<file path="src/rtl/ps2mt_pkg.sv">
`default_nettype none

package ps2mt_pkg;

  // motion accumulator geometry
  localparam int ACCUM_WIDTH = 16;
  localparam int DIVISOR     = 4;
  // wide enough for a doubled cell count taken back out of a full accumulator
  localparam int WIDE_W      = ACCUM_WIDTH + 4;

  // cursor geometry (row shares the column datapath, upper bit unused)
  localparam int POS_W = 7;
  localparam int ROW_W = 6;

  localparam logic [POS_W-1:0] HOME_COLUMN = POS_W'(40);
  localparam logic [ROW_W-1:0] HOME_ROW    = ROW_W'(12);

  // register defaults
  localparam logic [7:0]       BOOST_RESET  = 8'd6;
  localparam logic [POS_W-1:0] COLUMN_RESET = POS_W'(79);
  localparam logic [ROW_W-1:0] ROW_RESET    = ROW_W'(24);

  // register indexes
  localparam logic [1:0] REG_BOOST_THRESHOLD = 2'd0;
  localparam logic [1:0] REG_COLUMN_LIMIT    = 2'd1;
  localparam logic [1:0] REG_ROW_LIMIT       = 2'd2;

  // item functions
  localparam logic FUNC_FEED = 1'b0;
  localparam logic FUNC_READ = 1'b1;

  // byte fields
  localparam int SYNC_BIT = 3;

  typedef struct packed {
    logic       func;
    logic [7:0] data_byte;
  } in_item_t;

  typedef struct packed {
    logic [POS_W-1:0] cursor_column;
    logic [ROW_W-1:0] cursor_row;
    logic [1:0]       buttons;
    logic [1:0]       clicks;
    logic             mid_packet;
  } out_item_t;

  // saturate a wide signed value to the accumulator range
  function automatic logic signed [ACCUM_WIDTH-1:0] sat_accum(
    input logic signed [WIDE_W-1:0] v
  );
    logic signed [WIDE_W-1:0] hi;
    logic signed [WIDE_W-1:0] lo;
    hi = WIDE_W'((64'sd1 <<< (ACCUM_WIDTH - 1)) - 64'sd1);
    lo = -hi - WIDE_W'(1);
    if (v > hi) begin
      sat_accum = hi[ACCUM_WIDTH-1:0];
    end else if (v < lo) begin
      sat_accum = lo[ACCUM_WIDTH-1:0];
    end else begin
      sat_accum = v[ACCUM_WIDTH-1:0];
    end
  endfunction

endpackage

`default_nettype wire

</file>
<file path="src/rtl/ps2mt_axis.sv">
`default_nettype none

module ps2mt_axis (
  input  wire logic signed [ps2mt_pkg::ACCUM_WIDTH-1:0] accum,
  input  wire logic signed [8:0]                        delta,
  input  wire logic [ps2mt_pkg::POS_W-1:0]              pos,
  input  wire logic [ps2mt_pkg::POS_W-1:0]              limit,
  input  wire logic [7:0]                               boost_threshold,
  output logic signed [ps2mt_pkg::ACCUM_WIDTH-1:0]      accum_next,
  output logic [ps2mt_pkg::POS_W-1:0]                   pos_next
);

  localparam int WW = ps2mt_pkg::WIDE_W;

  logic signed [WW-1:0]                        sum_w;
  logic signed [ps2mt_pkg::ACCUM_WIDTH-1:0]    acc_sat;
  logic signed [WW-1:0]                        acc_w;
  logic signed [WW-1:0]                        whole_base;
  logic signed [WW-1:0]                        mag;
  logic signed [WW-1:0]                        bound;
  logic signed [WW-1:0]                        whole;
  logic signed [WW-1:0]                        rem;
  logic signed [WW-1:0]                        pos_w;
  logic signed [WW-1:0]                        limit_w;

  // accumulate and saturate
  assign sum_w   = WW'(accum) + WW'(delta);
  assign acc_sat = ps2mt_pkg::sat_accum(sum_w);
  assign acc_w   = WW'(acc_sat);

  // whole cells, truncated toward zero
  assign whole_base = WW'(acc_w / ps2mt_pkg::DIVISOR);

  // boost when the magnitude passes the threshold
  assign mag   = (acc_w < 0) ? -acc_w : acc_w;
  assign bound = $signed({{(WW-8){1'b0}}, boost_threshold}) * WW'(ps2mt_pkg::DIVISOR);
  assign whole = (mag > bound) ? (whole_base <<< 1) : whole_base;

  // take the cells back out of the accumulator
  assign rem        = acc_w - WW'(whole * ps2mt_pkg::DIVISOR);
  assign accum_next = ps2mt_pkg::sat_accum(rem);

  // move and clamp to [0, limit]
  assign pos_w   = $signed({{(WW-ps2mt_pkg::POS_W){1'b0}}, pos}) + whole;
  assign limit_w = $signed({{(WW-ps2mt_pkg::POS_W){1'b0}}, limit});

  always_comb begin
    if (pos_w < 0) begin
      pos_next = '0;
    end else if (pos_w > limit_w) begin
      pos_next = limit;
    end else begin
      pos_next = pos_w[ps2mt_pkg::POS_W-1:0];
    end
  end

endmodule

`default_nettype wire

</file>
<file path="src/rtl/ps2_mouse_packet_tracker.sv">
// result path: each item passes the input register, then the result register
// throughput: one item per cycle; a result waiting on result_stall holds one more item
// in the input register before item_stall rises
// reset: synchronous, active high; cursor homes to column 40 row 12, framing and
// accumulators clear, registers return to threshold 6, limits 79 and 24
`default_nettype none

module ps2_mouse_packet_tracker (
  input  wire logic                  clk,
  input  wire logic                  rst,
  input  wire logic                  item_valid,
  output logic                       item_stall,
  input  wire ps2mt_pkg::in_item_t   item,
  output logic                       result_valid,
  input  wire logic                  result_stall,
  output ps2mt_pkg::out_item_t       result,
  input  wire logic                  cfg_valid,
  output logic                       cfg_ready,
  input  wire logic [1:0]            cfg_index,
  input  wire logic [7:0]            cfg_data
);

  localparam int AW = ps2mt_pkg::ACCUM_WIDTH;
  localparam int PW = ps2mt_pkg::POS_W;
  localparam int RW = ps2mt_pkg::ROW_W;

  typedef enum logic [1:0] {
    PH_FIRST  = 2'd0,
    PH_SECOND = 2'd1,
    PH_THIRD  = 2'd2
  } phase_t;

  // configuration registers
  logic [7:0]    boost_threshold;
  logic [PW-1:0] column_limit;
  logic [RW-1:0] row_limit;

  // pipeline registers
  logic                 in_full;
  ps2mt_pkg::in_item_t  in_q;
  logic                 advance;

  // tracker state
  phase_t                packet_phase, packet_phase_next;
  logic [1:0]            first_byte_buttons, first_byte_buttons_next;
  logic [7:0]            second_byte, second_byte_next;
  logic [PW-1:0]         column_pos, column_pos_next;
  logic [RW-1:0]         row_pos, row_pos_next;
  logic signed [AW-1:0]  column_accum, column_accum_next;
  logic signed [AW-1:0]  row_accum, row_accum_next;
  logic [1:0]            previous_buttons, previous_buttons_next;
  logic [1:0]            click_latch, click_latch_next;
  logic [1:0]            clicks_next;

  // axis datapath
  logic signed [8:0]     col_delta;
  logic signed [8:0]     row_delta;
  logic signed [AW-1:0]  col_acc_upd;
  logic signed [AW-1:0]  row_acc_upd;
  logic [PW-1:0]         col_pos_upd;
  logic [PW-1:0]         row_pos_upd;

  // handshake
  assign cfg_ready  = 1'b1;
  assign advance    = in_full && (!result_valid || !result_stall);
  assign item_stall = in_full && result_valid && result_stall;

  // column adds x, row subtracts y
  assign col_delta = $signed({second_byte[7], second_byte});
  assign row_delta = 9'sd0 - $signed({in_q.data_byte[7], in_q.data_byte});

  ps2mt_axis u_col (
    .accum           (column_accum),
    .delta           (col_delta),
    .pos             (column_pos),
    .limit           (column_limit),
    .boost_threshold (boost_threshold),
    .accum_next      (col_acc_upd),
    .pos_next        (col_pos_upd)
  );

  ps2mt_axis u_row (
    .accum           (row_accum),
    .delta           (row_delta),
    .pos             ({1'b0, row_pos}),
    .limit           ({1'b0, row_limit}),
    .boost_threshold (boost_threshold),
    .accum_next      (row_acc_upd),
    .pos_next        (row_pos_upd)
  );

  // next state for the item in the input register
  always_comb begin
    packet_phase_next       = packet_phase;
    first_byte_buttons_next = first_byte_buttons;
    second_byte_next        = second_byte;
    column_pos_next         = column_pos;
    row_pos_next            = row_pos;
    column_accum_next       = column_accum;
    row_accum_next          = row_accum;
    previous_buttons_next   = previous_buttons;
    click_latch_next        = click_latch;
    clicks_next             = 2'b00;
    if (in_q.func == ps2mt_pkg::FUNC_READ) begin
      clicks_next      = click_latch;
      click_latch_next = 2'b00;
    end else begin
      unique case (packet_phase)
        PH_SECOND: begin
          second_byte_next  = in_q.data_byte;
          packet_phase_next = PH_THIRD;
        end
        PH_THIRD: begin
          packet_phase_next     = PH_FIRST;
          column_accum_next     = col_acc_upd;
          row_accum_next        = row_acc_upd;
          column_pos_next       = col_pos_upd;
          row_pos_next          = row_pos_upd[RW-1:0];
          click_latch_next      = click_latch | (first_byte_buttons & ~previous_buttons);
          previous_buttons_next = first_byte_buttons;
        end
        default: begin
          // first byte: keep only when the sync bit is set
          if (in_q.data_byte[ps2mt_pkg::SYNC_BIT]) begin
            first_byte_buttons_next = in_q.data_byte[1:0];
            packet_phase_next       = PH_SECOND;
          end else begin
            packet_phase_next = PH_FIRST;
          end
        end
      endcase
    end
  end

  // configuration writes
  always_ff @(posedge clk) begin
    if (rst) begin
      boost_threshold <= ps2mt_pkg::BOOST_RESET;
      column_limit    <= ps2mt_pkg::COLUMN_RESET;
      row_limit       <= ps2mt_pkg::ROW_RESET;
    end else if (cfg_valid && cfg_ready) begin
      unique case (cfg_index)
        ps2mt_pkg::REG_BOOST_THRESHOLD: boost_threshold <= cfg_data;
        ps2mt_pkg::REG_COLUMN_LIMIT:    column_limit    <= cfg_data[PW-1:0];
        ps2mt_pkg::REG_ROW_LIMIT:       row_limit       <= cfg_data[RW-1:0];
        default: ;
      endcase
    end
  end

  // input register
  always_ff @(posedge clk) begin
    if (rst) begin
      in_full <= 1'b0;
    end else if (item_valid && !item_stall) begin
      in_full <= 1'b1;
    end else if (advance) begin
      in_full <= 1'b0;
    end
  end

  always_ff @(posedge clk) begin
    if (item_valid && !item_stall) begin
      in_q <= item;
    end
  end

  // state and result register
  always_ff @(posedge clk) begin
    if (rst) begin
      packet_phase       <= PH_FIRST;
      first_byte_buttons <= 2'b00;
      second_byte        <= 8'h00;
      column_pos         <= ps2mt_pkg::HOME_COLUMN;
      row_pos            <= ps2mt_pkg::HOME_ROW;
      column_accum       <= '0;
      row_accum          <= '0;
      previous_buttons   <= 2'b00;
      click_latch        <= 2'b00;
      result_valid       <= 1'b0;
    end else begin
      if (advance) begin
        packet_phase       <= packet_phase_next;
        first_byte_buttons <= first_byte_buttons_next;
        second_byte        <= second_byte_next;
        column_pos         <= column_pos_next;
        row_pos            <= row_pos_next;
        column_accum       <= column_accum_next;
        row_accum          <= row_accum_next;
        previous_buttons   <= previous_buttons_next;
        click_latch        <= click_latch_next;
      end
      if (advance) begin
        result_valid <= 1'b1;
      end else if (!result_stall) begin
        result_valid <= 1'b0;
      end
    end
  end

  always_ff @(posedge clk) begin
    if (advance) begin
      result.cursor_column <= column_pos_next;
      result.cursor_row    <= row_pos_next;
      result.buttons       <= previous_buttons_next;
      result.clicks        <= clicks_next;
      result.mid_packet    <= (packet_phase_next != PH_FIRST);
    end
  end

endmodule

`default_nettype wire

</file>
<file path="config.mk">
export PLATFORM = sky130hd
export DESIGN_NAME = ps2_mouse_packet_tracker
export DESIGN_NICKNAME = d
export VERILOG_FILES = /design/src/rtl/ps2mt_pkg.sv /design/src/rtl/ps2mt_axis.sv /design/src/rtl/ps2_mouse_packet_tracker.sv
export SDC_FILE = /design/constraint.sdc
export NUM_CORES = 1
export LEC_CHECK = 0
export ABC_AREA = 1
export BUFFER_PORTS_ARGS = -buffer_cell sky130_fd_sc_hd__buf_2
export CAP_MARGIN = 20
export CORE_MARGIN = 2
export CORE_UTILIZATION = 40
export DETAILED_ROUTE_END_ITERATION = 16
export PLACE_DENSITY = 0.6
export SETUP_SLACK_MARGIN = 0.15
export SYNTH_ARGS = -nofsm -noshare
export SYNTH_HDL_FRONTEND = slang
export SYNTH_SLANG_ARGS = --single-unit
</file>
<file path="constraint.sdc">
create_clock -name clk -period 10.19 [get_ports clk]
set_input_delay 1.019 -clock clk [delete_from_list [all_inputs] [get_ports clk]]
set_output_delay 1.019 -clock clk [all_outputs]
set_load 0.02 [all_outputs]
</file>
==> results.py <==
metrics = {
    "pwr": {
        "internal_power_mw": 0.7874,
        "p_seq_share_pct": 37.3,
        "power.density_nw_per_um2": 99.97,
        "clkPwrFrac_pct": 28.2,
        "p_total_mw": 1.269,
        "leakagePower_nw": 6.648,
        "p_comb_share_pct": 34.5,
        "peakVddDrop_uv": 78.64,
        "p_sw_share_pct": 37.96,
        "power_switching_mw": 0.4819,
    },
    "setup_path": {
        "endpoint": "row_accum[7]",
        "cp_slowest_cell": "ha_1",
        "critPathRequiredTime_ns": 10.42,
        "rrSetupSlack_ns": 1.17,
        "reg2regPathDepth": 53,
        "start_kind": "flop",
        "worst-path-stages": 53,
        "path_class": "reg2reg",
        "cpMostUsedCell": "nand2_1",
        "crit_path_start": "in_q[7]",
        "rr_startpoint": "in_q[7]",
        "worstPathArrival_ns": 9.26,
        "critPathMaxFanout": 20,
        "crit_path_end_kind": "flop",
        "cp_num_buf_inv": 5,
        "cpPeakStageDelay_ns": 0.46,
        "timing.rr.end": "row_accum[7]",
        "crit_family": "compound AO/OA/AOI/OAI gates",
    },
    "logic_synthesis": {
        "synth_top_area_cell": "dfxtp_1",
        "synth.most_common_cell": "nand2_1",
        "synthTopCellsByArea": "dfxtp_1, nand2_1, ha_1",
        "synthCells": 1814,
        "ys.flop_type": "dfxtp_1",
        "synth_cell_types": 48,
        "ys_async_sr_fraction_pct": 0,
        "yosysTopAreaCellShare_pct": 14.27,
        "synth_edf_count": 27,
        "ys_seq_elements": 111,
        "ys_seq_area_share_pct": 21.14,
        "syn_nets": 1964,
        "ys.warnings.count": 0,
        "synth_area_per_cell_um2": 6.498,
        "synthTopCellsByCount": "nand2_1, inv_1, a21oi_1, nor2_1, nand3_1",
        "mappedNetlistArea_um2": 11790,
    },
    "global_routing": {
        "grt_start_max_net_pins": 42,
        "track_usage_pct": 20.51,
        "antenna_found_initial": 0,
        "grt_pass1_vias": 10700,
        "gr-total-overflow": 0,
        "grt_pass1_wl_um": 51640,
    },
    "sta": {
        "max-slew-margin-rel_pct": 39.41,
        "setup_viol": 0,
        "rsz0062_at_grt": "no",
        "drv_slew": 0,
        "max_freq_mhz": 110.8,
        "min_period_ns": 9.025,
        "post-route-period-util_pct": 88.57,
        "layout_setup_ws_ns": 1.165,
        "worstMarginPinSlew_ns": 0.9088,
        "finClkSkew_ns": 0.01616,
        "tns_ns": 0,
        "finalHoldViolCount": 0,
    },
    "layout": {
        "nets": 1994,
        "final_core_util_pct": 44.00,
        "syn_to_final_growth_pct": 7.717,
        "nFillCells": 3087,
        "num_antenna_cells": 0,
        "fin_area_um2": 12700,
        "drive_gt1_share_pct": 11.79,
    },
    "floorplanning": {
        "core-area_um2": 28860,
        "initial_core_util_pct": 40.85,
        "rows": 62,
        "die_x_um": 175.7,
        "io_pins": 45,
        "die_area_um2": 30860,
        "die_h_um": 175.7,
    },
    "cts": {
        "clk_pin_slew_worst_paths_ns": 0.08,
        "cts_buffers": 9,
        "clk_latency_ns": 0.37,
        "cts_sinks": 111,
        "tritoncts": "yes",
        "htreeDepth": 3,
        "cts_max_path_buffers": 2,
        "cts_root_buf": "clkbuf_16",
    },
    "drt": {
        "wl_um": 31240,
        "ant_nets": 0,
        "routed_via_density": 5.057,
        "drt_iter0_markers": 778,
        "vias": 11290,
        "dr.pass1.iters": 5,
        "wl_per_cell_um": 13.99,
        "drc": 0,
    },
    "worst_hold_path": {
        "hold_path.class": "reg2reg",
        "worstHoldStart": "row_accum[2]",
        "hold_path_depth": 2,
    },
    "outcome": {
        "status": "completed",
    },
    "placed_design": {
        "place_hpwl_um": 25190,
        "post-place-ws_ns": 0.7362,
        "routabilityCongestion": 0.8757,
        "place_area_um2": 12330,
        "port_buffers": 43,
    },
    "flow_run": {
        "drv_cap": 0,
    },
}
## power by group through the flow
stage	sequential, mW	combinational, mW	clock, mW
finish	0.473	0.438	0.358
global route	0.475	0.501	0.382
CTS	0.473	0.435	0.368
detailed placement	0.483	0.433	0
global placement	0.483	0.427	0
floorplan	0.486	0.335	0
## cell families after synthesis
family	Yosys count	synth area share [%]
xor gates and xnor gates	71	5.275
DFF	111	21.14
and+or+nand+nor	867	33.87
buffers and inverters	317	10.63
adders and majority gates	126	13.76
other	1	0.03181
AOI/OAI and AO/OA	321	15.30
## worst min path at each step
stage | to
after global routing | row_accum[2]
after global placement | row_accum[0]
after detailed placement | second_byte[0]
after CTS | second_byte[0]
after floorplan | previous_buttons[0]
final | row_accum[2]
## flip-flops by register name, indices dropped and copies added, names as in the netlist
register            flops
click_latch             2
boost_threshold         8
second_byte             8
row_accum              16
column_accum           16
row_limit               6
first_byte_buttons      2
result_valid            1
column_limit            7
previous_buttons        2
packet_phase            2
result                 18
row_pos                 6
column_pos              7
in_q                    9
in_full                 1
## per-stage QoR
step | hold slack (ns) | std cells
4_1_cts | 0.4823 | 2226
6_report | 0.4843 | 2233
5_1_grt | 0.5046 | 2233
2_1_floorplan | 0.4446 | 1814
3_5_place_dp | 0.4680 | 2210
3_3_place_gp | 0.4576 | 2210
## tightest hold or removal path, stage by stage (launching register included)
cell and delay (ns):
dfxtp_1 0.33, nand2_1 0.06, a21oi_1 0.05
## metal layers
metal / part of all wire, % / global-route usage (%) / up-vias
met3: 2.9 / 2.165 / 54
met2: 49 / 36.63 / 182
met5: 0 / 0 / -
li1: - / - / 5939
met1: 46 / 25.69 / 5118
met4: 2.8 / 6.887 / 0
## placed cells by master (no fill, tap or decap), drive strengths merged, types with 6 or more instances in the layout
cell type and n:
a21o 6, a21oi 153, buf 55, clkbuf 9, dfxtp 84, edfxtp 27
fa 6, ha 120, inv 283, nand2 493, nand3 135, nand3b 12
nand4 20, nor2 164, nor3 20, o211ai 13, o21ai 121, o21bai 16
or2 17, xnor2 20, xor2 51
## timing repair
action,CTS,global route
endpoints found under the setup margin,0,15
hold buffers,0,0
buffers inserted,0,7
resized for setup,0,4
endpoints found under the hold margin,0,0
## final cells by class
class / count / area, um2 / share of cell area [%]
multi-input combinational: 1386 / 8069 / 63.55
sequential: 111 / 2492 / 19.63
clock buffer: 9 / 225.2 / 1.774
timing repair buffer: 55 / 305.3 / 2.404
clock inverter: 7 / 62.56 / 0.4927
tap: 384 / 480.5 / 3.784
inverter: 281 / 1062 / 8.366
Note: power is estimated with default switching activity, not from simulation.
